<file path="src/hw/rtl/apcd_pkg.sv">
// ----------------------------------------------------------------------------
// Application pack deframer package
// Phase type, header lengths and field positions inside the file header.
// ----------------------------------------------------------------------------
package apcd_pkg;

   // Parse phase of the archive stream
   typedef enum logic [1:0] {
      PH_PACK_HDR = 2'd0,
      PH_FILE_HDR = 2'd1,
      PH_PAYLOAD  = 2'd2,
      PH_DONE     = 2'd3
   } phase_type;

   localparam int HDR_CNT_W = 6;

   // Index of the last byte of each header (lengths 8 and 52 bytes)
   localparam logic [HDR_CNT_W-1:0] PACK_HDR_LAST = 6'd7;
   localparam logic [HDR_CNT_W-1:0] FILE_HDR_LAST = 6'd51;

   // Positions within the pack header
   localparam logic [HDR_CNT_W-1:0] POS_COUNT_LO = 6'd0;
   localparam logic [HDR_CNT_W-1:0] POS_COUNT_HI = 6'd1;

   // Positions within the file header (name occupies bytes 0 to 31)
   localparam logic [HDR_CNT_W-1:0] POS_TYPE     = 6'd32;
   localparam logic [HDR_CNT_W-1:0] POS_SIZE_0   = 6'd33;
   localparam logic [HDR_CNT_W-1:0] POS_SIZE_1   = 6'd34;
   localparam logic [HDR_CNT_W-1:0] POS_SIZE_2   = 6'd35;
   localparam logic [HDR_CNT_W-1:0] POS_MD5_HI   = 6'd36;
   localparam logic [HDR_CNT_W-1:0] POS_MD5_LO   = 6'd44;

   // Result word layout
   localparam int RSP_DATA_W = 216;
   localparam int RSP_USER_W = 1;

endpackage

</file>
<file path="src/hw/rtl/app_pack_container_deframer_unit.sv">
// ----------------------------------------------------------------------------
// Application pack deframer
// Parses the pack header and per-file headers of a byte stream and forwards
// each payload byte with its file attributes and expected digest.
// ----------------------------------------------------------------------------
//
//  channel | dir | word                      | tdata / tuser / tlast
//  --------+-----+---------------------------+-------------------------------
//  req_    | in  | one archive byte          | tdata[7:0] data_byte
//  rsp_    | out | one payload byte or empty | tdata see port, tuser has_byte,
//          |     | file marker               | tlast last_in_file
//
//  One byte is taken in every cycle unless the result register stalls; each
//  result passes the input register, then the result register. No result
//  comes from header bytes, bar the last of an empty file, or after the pack.
//  A stalled result register holds the byte in the input register; req_tready
//  drops only while both registers are full and rsp_tready is low.
//  Synchronous reset returns the parser to the pack header.
//
module app_pack_container_deframer_unit (
   input  logic                             clock,
   input  logic                             reset,

   input  logic                             req_tvalid,
   output logic                             req_tready,
   // [7:0] data_byte
   input  logic [7:0]                       req_tdata,

   output logic                             rsp_tvalid,
   input  logic                             rsp_tready,
   // [7:0] payload_byte, [31:8] byte_offset, [55:32] declared_size,
   // [63:56] type_byte, [79:64] file_number, [143:80] md5_high,
   // [207:144] md5_low, [208] last_in_pack, [215:209] zero
   output logic [apcd_pkg::RSP_DATA_W-1:0]  rsp_tdata,
   // [0] has_byte
   output logic [apcd_pkg::RSP_USER_W-1:0]  rsp_tuser,
   output logic                             rsp_tlast
);

   // Input register
   logic                              in_vld_ff, in_vld_in;
   logic [7:0]                        in_byte_ff, in_byte_in;

   // Parser state
   apcd_pkg::phase_type               phase_ff, phase_in;
   logic [apcd_pkg::HDR_CNT_W-1:0]    hdr_cnt_ff, hdr_cnt_in;
   logic [15:0]                       files_left_ff, files_left_in;
   logic [7:0]                        type_ff, type_in;
   logic [23:0]                       size_ff, size_in;
   logic [63:0]                       md5_hi_ff, md5_hi_in;
   logic [63:0]                       md5_lo_ff, md5_lo_in;
   logic [23:0]                       pay_cnt_ff, pay_cnt_in;
   logic [15:0]                       file_idx_ff, file_idx_in;

   // Result register
   logic                              out_vld_ff, out_vld_in;
   logic [apcd_pkg::RSP_DATA_W-1:0]   out_data_ff, out_data_in;
   logic                              out_has_ff, out_has_in;
   logic                              out_last_ff, out_last_in;

   logic                              out_free;
   logic                              step;
   logic                              emit;
   logic                              has_byte;
   logic [23:0]                       offs_inc;
   logic                              last_file;
   logic [15:0]                       files_dec;
   logic                              last_pack;
   logic                              file_hdr_end;
   logic [apcd_pkg::HDR_CNT_W-1:0]    pos_inc;

   // Handshake: work on the held byte whenever the result register can take it
   assign out_free   = !out_vld_ff || rsp_tready;
   assign step       = in_vld_ff && out_free;
   assign req_tready = !in_vld_ff || out_free;

   assign in_vld_in  = (req_tvalid && req_tready) ? 1'b1 : (step ? 1'b0 : in_vld_ff);
   assign in_byte_in = (req_tvalid && req_tready) ? req_tdata : in_byte_ff;

   // Shared decode of file completion
   assign pos_inc      = hdr_cnt_ff + 1'b1;
   assign file_hdr_end = (phase_ff == apcd_pkg::PH_FILE_HDR) &&
                         (hdr_cnt_ff == apcd_pkg::FILE_HDR_LAST);
   assign has_byte     = (phase_ff == apcd_pkg::PH_PAYLOAD);
   assign emit         = step && (has_byte || (file_hdr_end && size_ff == 24'd0));
   assign offs_inc     = pay_cnt_ff + 24'd1;
   assign last_file    = has_byte ? (offs_inc == size_ff) : 1'b1;
   assign files_dec    = files_left_ff - 16'd1;
   assign last_pack    = last_file && (files_dec == 16'd0);

   // Next phase
   always_comb begin
      phase_in = phase_ff;
      if (step) begin
         unique case (phase_ff)
            apcd_pkg::PH_PACK_HDR: begin
               if (hdr_cnt_ff == apcd_pkg::PACK_HDR_LAST) begin
                  phase_in = apcd_pkg::PH_FILE_HDR;
               end
            end
            apcd_pkg::PH_FILE_HDR: begin
               if (file_hdr_end) begin
                  if (!emit) begin
                     phase_in = apcd_pkg::PH_PAYLOAD;
                  end else if (last_pack) begin
                     phase_in = apcd_pkg::PH_DONE;
                  end
               end
            end
            apcd_pkg::PH_PAYLOAD: begin
               if (last_file) begin
                  phase_in = last_pack ? apcd_pkg::PH_DONE : apcd_pkg::PH_FILE_HDR;
               end
            end
            apcd_pkg::PH_DONE: begin
               phase_in = apcd_pkg::PH_DONE;
            end
            default: begin
               phase_in = apcd_pkg::PH_DONE;
            end
         endcase
      end
   end

   // Header capture, counters and result word
   always_comb begin
      hdr_cnt_in    = hdr_cnt_ff;
      files_left_in = files_left_ff;
      type_in       = type_ff;
      size_in       = size_ff;
      md5_hi_in     = md5_hi_ff;
      md5_lo_in     = md5_lo_ff;
      pay_cnt_in    = pay_cnt_ff;
      file_idx_in   = file_idx_ff;

      if (step) begin
         unique case (phase_ff)
            apcd_pkg::PH_PACK_HDR: begin
               if (hdr_cnt_ff == apcd_pkg::POS_COUNT_LO) begin
                  files_left_in = {8'd0, in_byte_ff};
               end else if (hdr_cnt_ff == apcd_pkg::POS_COUNT_HI) begin
                  files_left_in = {in_byte_ff, files_left_ff[7:0]};
               end
               hdr_cnt_in = (hdr_cnt_ff == apcd_pkg::PACK_HDR_LAST) ? '0 : pos_inc;
            end
            apcd_pkg::PH_FILE_HDR: begin
               priority if (hdr_cnt_ff == apcd_pkg::POS_TYPE) begin
                  type_in = in_byte_ff;
               end else if (hdr_cnt_ff == apcd_pkg::POS_SIZE_0) begin
                  size_in = {16'd0, in_byte_ff};
               end else if (hdr_cnt_ff == apcd_pkg::POS_SIZE_1) begin
                  size_in = {8'd0, in_byte_ff, size_ff[7:0]};
               end else if (hdr_cnt_ff == apcd_pkg::POS_SIZE_2) begin
                  size_in = {in_byte_ff, size_ff[15:0]};
               end else if (hdr_cnt_ff >= apcd_pkg::POS_MD5_HI &&
                            hdr_cnt_ff <  apcd_pkg::POS_MD5_LO) begin
                  md5_hi_in = {md5_hi_ff[55:0], in_byte_ff};
               end else if (hdr_cnt_ff >= apcd_pkg::POS_MD5_LO) begin
                  md5_lo_in = {md5_lo_ff[55:0], in_byte_ff};
               end else begin
                  type_in = type_ff;
               end
               if (file_hdr_end) begin
                  hdr_cnt_in = '0;
                  pay_cnt_in = '0;
               end else begin
                  hdr_cnt_in = pos_inc;
               end
            end
            apcd_pkg::PH_PAYLOAD: begin
               pay_cnt_in = offs_inc;
            end
            apcd_pkg::PH_DONE: begin
               hdr_cnt_in = hdr_cnt_ff;
            end
            default: begin
               hdr_cnt_in = hdr_cnt_ff;
            end
         endcase

         // Close the file on its final result
         if (emit && last_file) begin
            files_left_in = files_dec;
            file_idx_in   = file_idx_ff + 16'd1;
            hdr_cnt_in    = '0;
            pay_cnt_in    = '0;
         end
      end
   end

   // Result register load
   always_comb begin
      out_vld_in  = out_vld_ff && !rsp_tready;
      out_data_in = out_data_ff;
      out_has_in  = out_has_ff;
      out_last_in = out_last_ff;
      if (emit) begin
         out_vld_in  = 1'b1;
         out_has_in  = has_byte;
         out_last_in = last_file;
         out_data_in = {7'd0,
                        last_pack,
                        md5_lo_in,
                        md5_hi_in,
                        file_idx_ff,
                        type_in,
                        size_in,
                        has_byte ? pay_cnt_ff : 24'd0,
                        has_byte ? in_byte_ff : 8'd0};
      end
   end

   // Control registers
   always_ff @(posedge clock) begin
      if (reset) begin
         in_vld_ff     <= 1'b0;
         out_vld_ff    <= 1'b0;
         phase_ff      <= apcd_pkg::PH_PACK_HDR;
         hdr_cnt_ff    <= '0;
         files_left_ff <= '0;
         type_ff       <= '0;
         size_ff       <= '0;
         pay_cnt_ff    <= '0;
         file_idx_ff   <= '0;
      end else begin
         in_vld_ff     <= in_vld_in;
         out_vld_ff    <= out_vld_in;
         phase_ff      <= phase_in;
         hdr_cnt_ff    <= hdr_cnt_in;
         files_left_ff <= files_left_in;
         type_ff       <= type_in;
         size_ff       <= size_in;
         pay_cnt_ff    <= pay_cnt_in;
         file_idx_ff   <= file_idx_in;
      end
   end

   // Payload registers
   always_ff @(posedge clock) begin
      in_byte_ff  <= in_byte_in;
      md5_hi_ff   <= md5_hi_in;
      md5_lo_ff   <= md5_lo_in;
      out_data_ff <= out_data_in;
      out_has_ff  <= out_has_in;
      out_last_ff <= out_last_in;
   end

   assign rsp_tvalid = out_vld_ff;
   assign rsp_tdata  = out_data_ff;
   assign rsp_tuser  = out_has_ff;
   assign rsp_tlast  = out_last_ff;

endmodule
</file>
<file path="config.mk">
export PLATFORM = sky130hd
export DESIGN_NAME = app_pack_container_deframer_unit
export DESIGN_NICKNAME = d
export VERILOG_FILES = /design/src/hw/rtl/apcd_pkg.sv /design/src/hw/rtl/app_pack_container_deframer_unit.sv
export SDC_FILE = /design/constraint.sdc
export NUM_CORES = 1
export LEC_CHECK = 0
export ABC_AREA = 1
export BUFFER_PORTS_ARGS = -buffer_cell sky130_fd_sc_hd__buf_2
export CAP_MARGIN = 20
export CORE_MARGIN = 2
export CORE_UTILIZATION = 45
export DETAILED_ROUTE_END_ITERATION = 6
export PLACE_DENSITY = 0.72
export SLEW_MARGIN = 10
export SYNTH_ARGS = -nofsm -noshare
export SYNTH_HDL_FRONTEND = slang
export SYNTH_SLANG_ARGS = --single-unit
</file>
<file path="constraint.sdc">
create_clock -name clock -period 7.2 [get_ports clock]
set_input_delay 0.72 -clock clock [delete_from_list [all_inputs] [get_ports clock]]
set_output_delay 0.72 -clock clock [all_outputs]
set_load 0.02 [all_outputs]
</file>
After elaboration in Yosys (flattened, before gate mapping):

Cells that the tools add are included.

* add/sub/neg operators: 4
* multiply operators: 0
* divide/modulo/power cells: 0
* magnitude comparators: 3
* eq/ne operators: 16
* shift-type cells: 0
* mux-type cells: 46
* bitwise operators: 0
* reductions and logical operators: 31

Operator list (count)
* $mux 64: 15
* $mux 24: 8
* $mux 16: 4
* $pmux 24 s2: 1
* $eq 6x6->1 const B: 5
* $add 24x1->24 const B: 1
* $eq 24x24->1: 1
* $logic_not 24->1: 1
* $mux 8: 3
* $mux 6: 3
* $add 16x1->16 const B: 1
* $logic_not 16->1: 1
* $sub 16x1->16 const B: 1
* $ge 6x6->1 const B: 2
* $mux 2: 6
* $pmux 6 s2: 1
* $logic_and 1x1->1: 9
* $reduce_and 3->1: 3
* $reduce_bool 3->1: 3
* $pmux 2 s4: 1
* $add 6x1->6 const B: 1
* $eq 6x1->1 const B: 1
* $eq 6x3->1 const B: 1
* $logic_not 6->1: 1
* 14 further kinds: 26

* register bits: 445
* bits in latches: 0
* bits in writable memories: 0
* bits in read-only memories: 0
* bits of input ports: 12
* output and inout bits: 220
* word-level logic and storage cells: 117
* memories kept: 0

Longest topological paths before layout:

Gate-level depths: netlist of the first run.

* depth after elaboration: 9
* depth in mapped cells: 22
* depth with buffers taken out: 21

Least setup slack after synthesis of the first run:

OpenSTA, ideal clock, no wires.

* path kind: reg2reg
* from: register hdr_cnt_ff[2] (netlist bit)
* to: register out_data_ff (netlist bit rsp_tdata[0]), enable pin
* library setup time: 658 ps
* data arrival time: 7239 ps
* data required time: 6542 ps
* setup slack: -696 ps
* cell stages (with the launch flop): 7
* path buffers: 1
* clock period less this slack: 7896 ps
* cells stage by stage: dfxtp_1 -> nor2_1 -> nand4_1 -> nor2_1 -> nand4_1 -> a21oi_1 -> clkbuf_1

* word-level cells in the longest chain between the ends: 5

RTL lines
* from (decl): RTL line app_pack_container_deframer_unit.sv:46 `logic [apcd_pkg::HDR_CNT_W-1:0] hdr_cnt_ff, hdr_cnt_in;`
* from (signal assigned): RTL line app_pack_container_deframer_unit.sv:229 `hdr_cnt_ff <= hdr_cnt_in;`
* $eq 6x6->1: RTL line app_pack_container_deframer_unit.sv:83 `(hdr_cnt_ff == apcd_pkg::FILE_HDR_LAST);`
* $logic_and 1x1->1: RTL line app_pack_container_deframer_unit.sv:82 `assign file_hdr_end = (phase_ff == apcd_pkg::PH_FILE_HDR) &&`
* $logic_and 1x1->1: RTL line app_pack_container_deframer_unit.sv:85 `assign emit = step && (has_byte || (file_hdr_end && size_ff == 24'd0));`
* $logic_or 1x1->1: RTL line app_pack_container_deframer_unit.sv:85
* $logic_and 1x1->1: RTL line app_pack_container_deframer_unit.sv:85
* net emit: RTL line app_pack_container_deframer_unit.sv:63 `logic emit;`
* to (signal assigned): RTL line app_pack_container_deframer_unit.sv:243 `out_data_ff <= out_data_in;`
* to (decl): RTL line app_pack_container_deframer_unit.sv:57 `logic [apcd_pkg::RSP_DATA_W-1:0] out_data_ff, out_data_in;`

The timed path passes the listed nets, and every way through them passes these cells.
A chain may end at the register's enable or synchronous reset.

Final worst setup path of the first run:

* from: register pay_cnt_ff[0]
* to: register pay_cnt_ff[0]

* word-level cells in the longest chain between the ends: 6
* elaborated cells on any way between the ends: 9
* classes of those cells: 1 x add/sub; 2 x eq/ne; 3 x mux; 3 x reduce/logical

RTL lines
* from (decl): RTL line app_pack_container_deframer_unit.sv:52 `logic [23:0] pay_cnt_ff, pay_cnt_in;`
* from (signal assigned): RTL line app_pack_container_deframer_unit.sv:233 `pay_cnt_ff <= pay_cnt_in;`
* $add 24x1->24 *: RTL line app_pack_container_deframer_unit.sv:86 `assign offs_inc = pay_cnt_ff + 24'd1;`
* $eq 24x24->1: RTL line app_pack_container_deframer_unit.sv:87 `assign last_file = has_byte ? (offs_inc == size_ff) : 1'b1;`
* $mux 1: RTL line app_pack_container_deframer_unit.sv:87
* $logic_and 1x1->1: RTL line app_pack_container_deframer_unit.sv:182 `if (emit && last_file) begin`
* $ne 3x2->1 (no line) or $reduce_bool 3->1 (tied branches)
* $reduce_and 3->1 (no line)

Every way passes the cells marked *; elsewhere a longest branch is shown, timed or not.

==> metrics.txt, run 1 <==
post-synthesis instance total=just under 2,000; Synth Area in XOR/XNOR=0.00886; Slew @ Worst Pin=roughly 1000 ps; post-synthesis sequential area ratio=0.624; Slew Viols, Final=0; Critical Path End Type=flop; Sw Ratio=0.213; Leak Pwr=10.0 nW; H-tree levels=2; WS Path Type=flop to flop; global-route wire length before repair=67.3 mm; Post-synth ARST share=0; Post-Route Skew=34.2 ps; Seq cells post-synth=approximately 450; Final TNS setup=0 ps; GRT overflow=0; fin crit period=between 4000 and 5000 ps; fillcell total=around 3,400; Compound-Gate Fraction of Synth Area=0.0780; DIE HEIGHT=a little over 200 um; main combinational cell family by area after synthesis=simple AND/OR/NAND/NOR gates; unrepaired setup endpoints after global routing=false; initial core utilization=0.458; worst skew pair latency=590 ps; internal power=~4.3 mW; DR iter-0 viols=a little under 1,000; DRC Markers=0; CORE AREA=between 30,000 and 40,000 um2; Port Buffers=224; Rel. slew slack=0.315; Post-Synth Simple-Gate Area=0.193; Seq pwr share=0.491; Root Buffer=clkbuf_16; startpoint types=flop; footprint of the multi-input gates=5390 um2; RePlAce Congestion=around 0.93; routed vias/inst=between 5 and 6; Most used DFF post-synth=dfxtp_1; Synth area leader=edfxtp_1; cts hold-fix bufs=0; final wirelength=between 40 and 50 mm; Hold WS=roughly 300 ps; Synth top cells by count=nand2_1, inv_1, dfxtp_1, nor2_1, edfxtp_1; vias in the first global route=12,836; status=complete, no violations; Final Total Pwr=approximately 5.4 mW; FF/Latch Area=approximately 11,000 um2; Synth top area share=0.370; dpl hpwl=~30 mm; post-CTS setup buffers=0; Final Hold Viols=0; n_diodes=0; Synth area leaders=edfxtp_1, dfxtp_1, nand2_1; die width=a little over 200 um; Mapped Area=17,800 um2; Comb pwr share=0.033; CTS sink cnt=about 450; Clk pwr share=0.476; syn avg cell area=around 9.2 um2; Die ar.=~41,000 um2; number of flops mapped to enable cells by yosys=roughly 220; design area=21,100 um2; mux cell area share after synthesis=0.0101; TritonCTS Buffers=between 40 and 50; antenna violations before repair=0; placed inst area=~19,000 um2; power density cells=about 260 nW/um2; # IOs=around 230; largest net degree at the start of global routing=117; DRT antenna net count=0; Reg clk slew, reported paths=around 60 ps; fin crit share=0.585; Wirelength per Cell=roughly 16 um; drt first pass iters=5; Overall Global Routing Usage=0.206; Synth Area in Adders=0.00914; CTS tree=done; routed via count=about 14,000; CTS resizes=0; CTS max path bufs=3; Worst Path Arrival=4690 ps; Finish-stage setup viols=0; worst endpoint required time=around 7700 ps; IR drop worst, VDD=0.187 mV; maximum fanout along the worst path=43; NetSw=1.16 mW; area grow syn2layout=18.5%; Ys Warns=0; Final nets=about 2,200; top-count cell post-synth=nand2_1; count of unique library cells instantiated by Yosys=37; Max Cap Violations=0; Placement Rows=72; fmax=0.238 GHz; hold crit path type=input port to flop; share of layout cells above drive strength 1=0.162
[metrics by stage]
| step | instances | utilization | setup WS (ps) |
|---|---|---|---|
| CTS | 2696 | 0.542 | 3070 |
| global placement | 2610 | 0.499 | 3240 |
| finish | 2697 | 0.543 | 2990 |
| global route | 2697 | 0.543 | 2640 |
| detailed placement | 2610 | 0.499 | 3100 |
| floorplan | 1931 | - | 2550 |
[worst paths after layout]
check / end / depth (start not counted) / slack, ps / from
worst max register to register: pay_cnt_ff[0]$_SDFFE_PP0P_ / 20 / 2990 / pay_cnt_ff[0]$_SDFFE_PP0P_
worst min-delay path: in_byte_ff[0]$_DFFE_PP_ / 1 / 300 / req_tdata[0]
worst max-delay path: pay_cnt_ff[0]$_SDFFE_PP0P_ / 20 / 2990 / pay_cnt_ff[0]$_SDFFE_PP0P_
worst min register to register: md5_lo_ff[52]$_DFF_P_ / 2 / 460 / md5_lo_ff[52]$_DFF_P_
[cells in the final DEF (no fill, tap or decap), types with 3 or more instances in the layout]
cell type,Yosys,routed
nand2_1,428,428
inv_1,266,266
dfxtp_1,226,226
buf_2,7,224
nor2_1,223,223
edfxtp_1,219,219
o21ai_0,107,107
a21oi_1,106,105
nand3_1,99,98
clkbuf_16,0,47
o211ai_1,26,26
nand4_1,25,25
nor3_1,19,19
mux2_2,16,16
ha_1,13,13
xor2_1,12,12
clkinv_2,0,10
buf_4,11,10
nor4_1,9,9
nand3b_1,8,8
a211oi_1,8,8
bufinv_16,0,8
clkbuf_1,48,8
conb_1,1,7
clkbuf_8,0,7
nor2_2,6,6
xnor2_1,6,6
nand2_2,5,5
clkinv_1,5,5
nor2_4,3,3
inv_2,3,3
o21ai_1,3,3
[flip-flops by register name, summed over array words and instances (netlist names)]
register / count
file_idx_ff: 16
in_byte_ff: 8
phase_ff: 2
rsp_tuser: 1
md5_hi_ff: 64
files_left_ff: 16
rsp_tdata: 209
rsp_tlast: 1
hdr_cnt_ff: 6
type_ff: 8
in_vld_ff: 1
size_ff: 24
rsp_tvalid: 1
pay_cnt_ff: 24
md5_lo_ff: 64
[power by group through the flow]
stage / clock (mW) / combinational [mW] / sequential [mW]
floorplan: 0 / 0.139 / 2.71
global placement: 0 / 0.173 / 2.72
detailed placement: 0 / 0.176 / 2.72
CTS: 2.64 / 0.177 / 2.67
global route: 2.75 / 0.204 / 2.67
finish: 2.59 / 0.180 / 2.67
[logic make-up (layout without fill, tap and decap cells)]
family | Yosys count | in the layout
buf+inv | 347 | 595
simple gates | 829 | 829
compound gates | 256 | 256
fa+ha+maj | 13 | 13
xor+xnor | 18 | 18
mux | 16 | 16
flops | 445 | 445
other cells | 1 | 7
[worst max-delay path: stages (launching register included)]
cell and delay [ps]:
dfxtp_1 430, ha_1 230, nand2_1 120, nor2_4 200
nand2_2 120, nor2_2 170, nand2_1 90, nand3_1 90
nand2_1 80, nand2_1 70, nor2_1 40, nand2_1 80
nor2_1 50, nand2_1 100, nand2_2 290, nand2_2 550
buf_4 520, nand2_2 270, inv_2 360, nand2_1 90
a21oi_1 150
[area by class of cell]
cell class / count / share of cell area
clock buffer: 62 / 0.0618
clock inverter: 24 / 0.0187
inverter: 274 / 0.0488
multi-input combinational: 1139 / 0.256
sequential: 445 / 0.526
tap: 518 / 0.0307
timing repair buffer: 235 / 0.0580
[layer usage]
layer	up-vias	GRT usage	wire, um
met4	0	0.0704	1300
met5	-	0	0
met1	6326	0.276	19000
met2	452	0.338	19800
li1	6688	-	-
met3	97	0.0380	2850
(Power assumes the default switching activity.)
==> run 2, diff against run 1 <==
clock period = 3.8 ns   (was 7.2 ns; I/O delays follow)
==> metrics.txt, run 2 (synthesis gave the netlist of run 1 again) <==
# IOs=232 (unchanged); Final Hold Viols=0 (unchanged); global-route wire length before repair=67.1 mm (was 67.3 mm); met3 usage=0.0404 (was 0.0380); fin crit period=3160 ps (was 4210 ps); CTS max path bufs=3 (unchanged); Hold WS=84.4 ps (was 303 ps); DR iter-0 viols=940 (was 990); CTS resizes=0 (unchanged); drt first pass iters=5 (unchanged); fmax=0.317 GHz (was 0.238 GHz); routed vias/inst=5.03 (about the same); Rel. slew slack=0.297 (was 0.315); DRC Markers=0 (unchanged); Die ar.=41,200 um2 (unchanged); final wirelength=43.5 mm (was 42.9 mm); dpl hpwl=30.2 mm (was 29.7 mm); Leak Pwr=10.1 nW (was 10.0 nW); startpoint types=flop (unchanged); DIE HEIGHT=203 um (unchanged); post-CTS setup buffers=0 (unchanged); n_diodes=0 (unchanged); unrepaired setup endpoints after global routing=false (unchanged); Placement Rows=72 (unchanged); vias in the first global route=12,642 (was 12,836); Slew Viols, Final=0 (unchanged); status=complete, no violations (unchanged); GRT met1 Usage=0.285 (was 0.276); Hold Path Depth=3 (was 1); Reg clk slew, reported paths=60 ps (about the same); Final Total Pwr=9.96 mW (was 5.44 mW); GRT overflow=0 (unchanged); power density cells=471 nW/um2 (was 258 nW/um2); design area=21,100 um2 (about the same); most frequent cells in the layout=nand2_1, inv_1, dfxtp_1, buf_2, nor2_1 (unchanged); largest net degree at the start of global routing=121 (was 117); routed via count=13,652 (was 13,563); Post-Route Skew=22.2 ps (was 34.2 ps); worst skew pair latency=590 ps (about the same); WS Path Type=flop to flop (unchanged); Wirelength per Cell=16.0 um (was 15.9 um); Critical Path End Type=flop (unchanged); cells on worst reg2reg path=17 (was 20); hold crit path type=input port to flop (unchanged); maximum fanout along the worst path=17 (was 43); worst endpoint required time=4270 ps (was 7680 ps); placed inst area=19,500 um2 (was 19,400 um2); CORE AREA=38,800 um2 (unchanged); antenna violations before repair=0 (unchanged); H-tree levels=2 (unchanged); Max Cap Violations=0 (unchanged); max reg flops=209 (unchanged); TritonCTS Buffers=46 (unchanged); Top Usage Layer GRT=met2 (unchanged); share of layout cells above drive strength 1=0.165 (was 0.162); RePlAce Congestion=0.908 (was 0.933); Worst Path Arrival=3630 ps (was 4690 ps); CTS tree=done (unchanged); fin crit share=0.831 (was 0.585); CTS sink cnt=445 (unchanged); Final nets=2,184 (was 2,166); DRT antenna net count=0 (unchanged); area grow syn2layout=18.7% (was 18.5%); commonest non-fill, non-tap cell in the layout=nand2_1 (unchanged); initial core utilization=0.458 (unchanged); Port Buffers=224 (unchanged); Root Buffer=clkbuf_16 (unchanged); Overall Global Routing Usage=0.207 (was 0.206); routing usage on met2=0.326 (was 0.338); die width=203 um (unchanged); Slew @ Worst Pin=1050 ps (was 1030 ps); Finish-stage setup viols=0 (unchanged); Final TNS setup=0 ps (unchanged); fillcell total=3,411 (was 3,441); IR drop worst, VDD=0.362 mV (was 0.187 mV)
==> run 2: changes by cell type in the layout (fill, tap and decap cells not counted), moves of 2 or more <==
| cell | change |
|---|---|
| buf_12 | +3 |
| buf_4 | +8 |
| bufinv_16 | -5 |
| clkbuf_1 | -3 |
| clkinv_1 | +3 |
| clkinv_2 | +2 |
| clkinvlp_4 | +2 |
| dlygate4sd3_1 | +8 |
| inv_6 | +2 |
==> run 2: critical path, stage by stage (launching register included) <==
cell and delay (ps):
dfxtp_1 460, nand2_1 180, nor2_4 210, nand2_1 130, nor2_2 210, nand3_1 170
nand2_1 150, nand2_1 70, nand2_1 60, nor2_1 40, nand2_1 80, nor2_1 50
nand2_1 100, nand2_2 70, nand2_2 320, nand3_1 390, o21ai_0 270, nor2_1 70
==> run 2: power by group <==
group	internal (mW)	switching, mW
Combinational	0.107	0.239
Sequential	5.02	0.0423
Clock	2.65	1.90
Total	7.78	2.18
==> run 2: layer usage <==
metal / wire [um] / share of wire / up-vias
met4: 1350 / 0.031 / 0
li1: - / - / 6730
met1: 19200 / 0.44 / 6336
met3: 3100 / 0.071 / 89
met2: 19800 / 0.46 / 497
met5: 0 / 0 / -
==> run 2: area by class of cell <==
type,instances,area (um2),area share
Sequential cell,445,11100,0.525
Timing Repair Buffer,253,1400,0.0661
Inverter,274,1030,0.0487
Clock inverter,26,259,0.0123
Tap cell,518,648,0.0307
Multi-Input combinational cell,1139,5390,0.255
Clock buffer,60,1310,0.0618
==> run 2: metrics by stage <==
stage / std cells / setup WS, ps / util
6_report: 2715 / 642 / 0.544
4_1_cts: 2715 / 699 / 0.544
2_1_floorplan: 1931 / 348 / -
3_3_place_gp: 2621 / 822 / 0.502
5_1_grt: 2715 / 291 / 0.544
3_5_place_dp: 2621 / 736 / 0.502
==> run 2: timing repair <==
item | CTS | global route
hold endpoints to repair | 8 | 0
endpoints found under the setup margin | 0 | 0
hold buffers | 8 | 0
==> run 2: worst paths after layout <==
check	start	endpoint	slack (ps)
setup / recovery	pay_cnt_ff[3]$_SDFFE_PP0P_	hdr_cnt_ff[0]$_SDFFE_PP0P_	640
hold / removal	req_tvalid	in_vld_ff$_SDFFE_PP0P_	80
setup reg to reg	pay_cnt_ff[3]$_SDFFE_PP0P_	hdr_cnt_ff[0]$_SDFFE_PP0P_	640
hold reg to reg	md5_lo_ff[22]$_DFF_P_	md5_lo_ff[22]$_DFF_P_	460
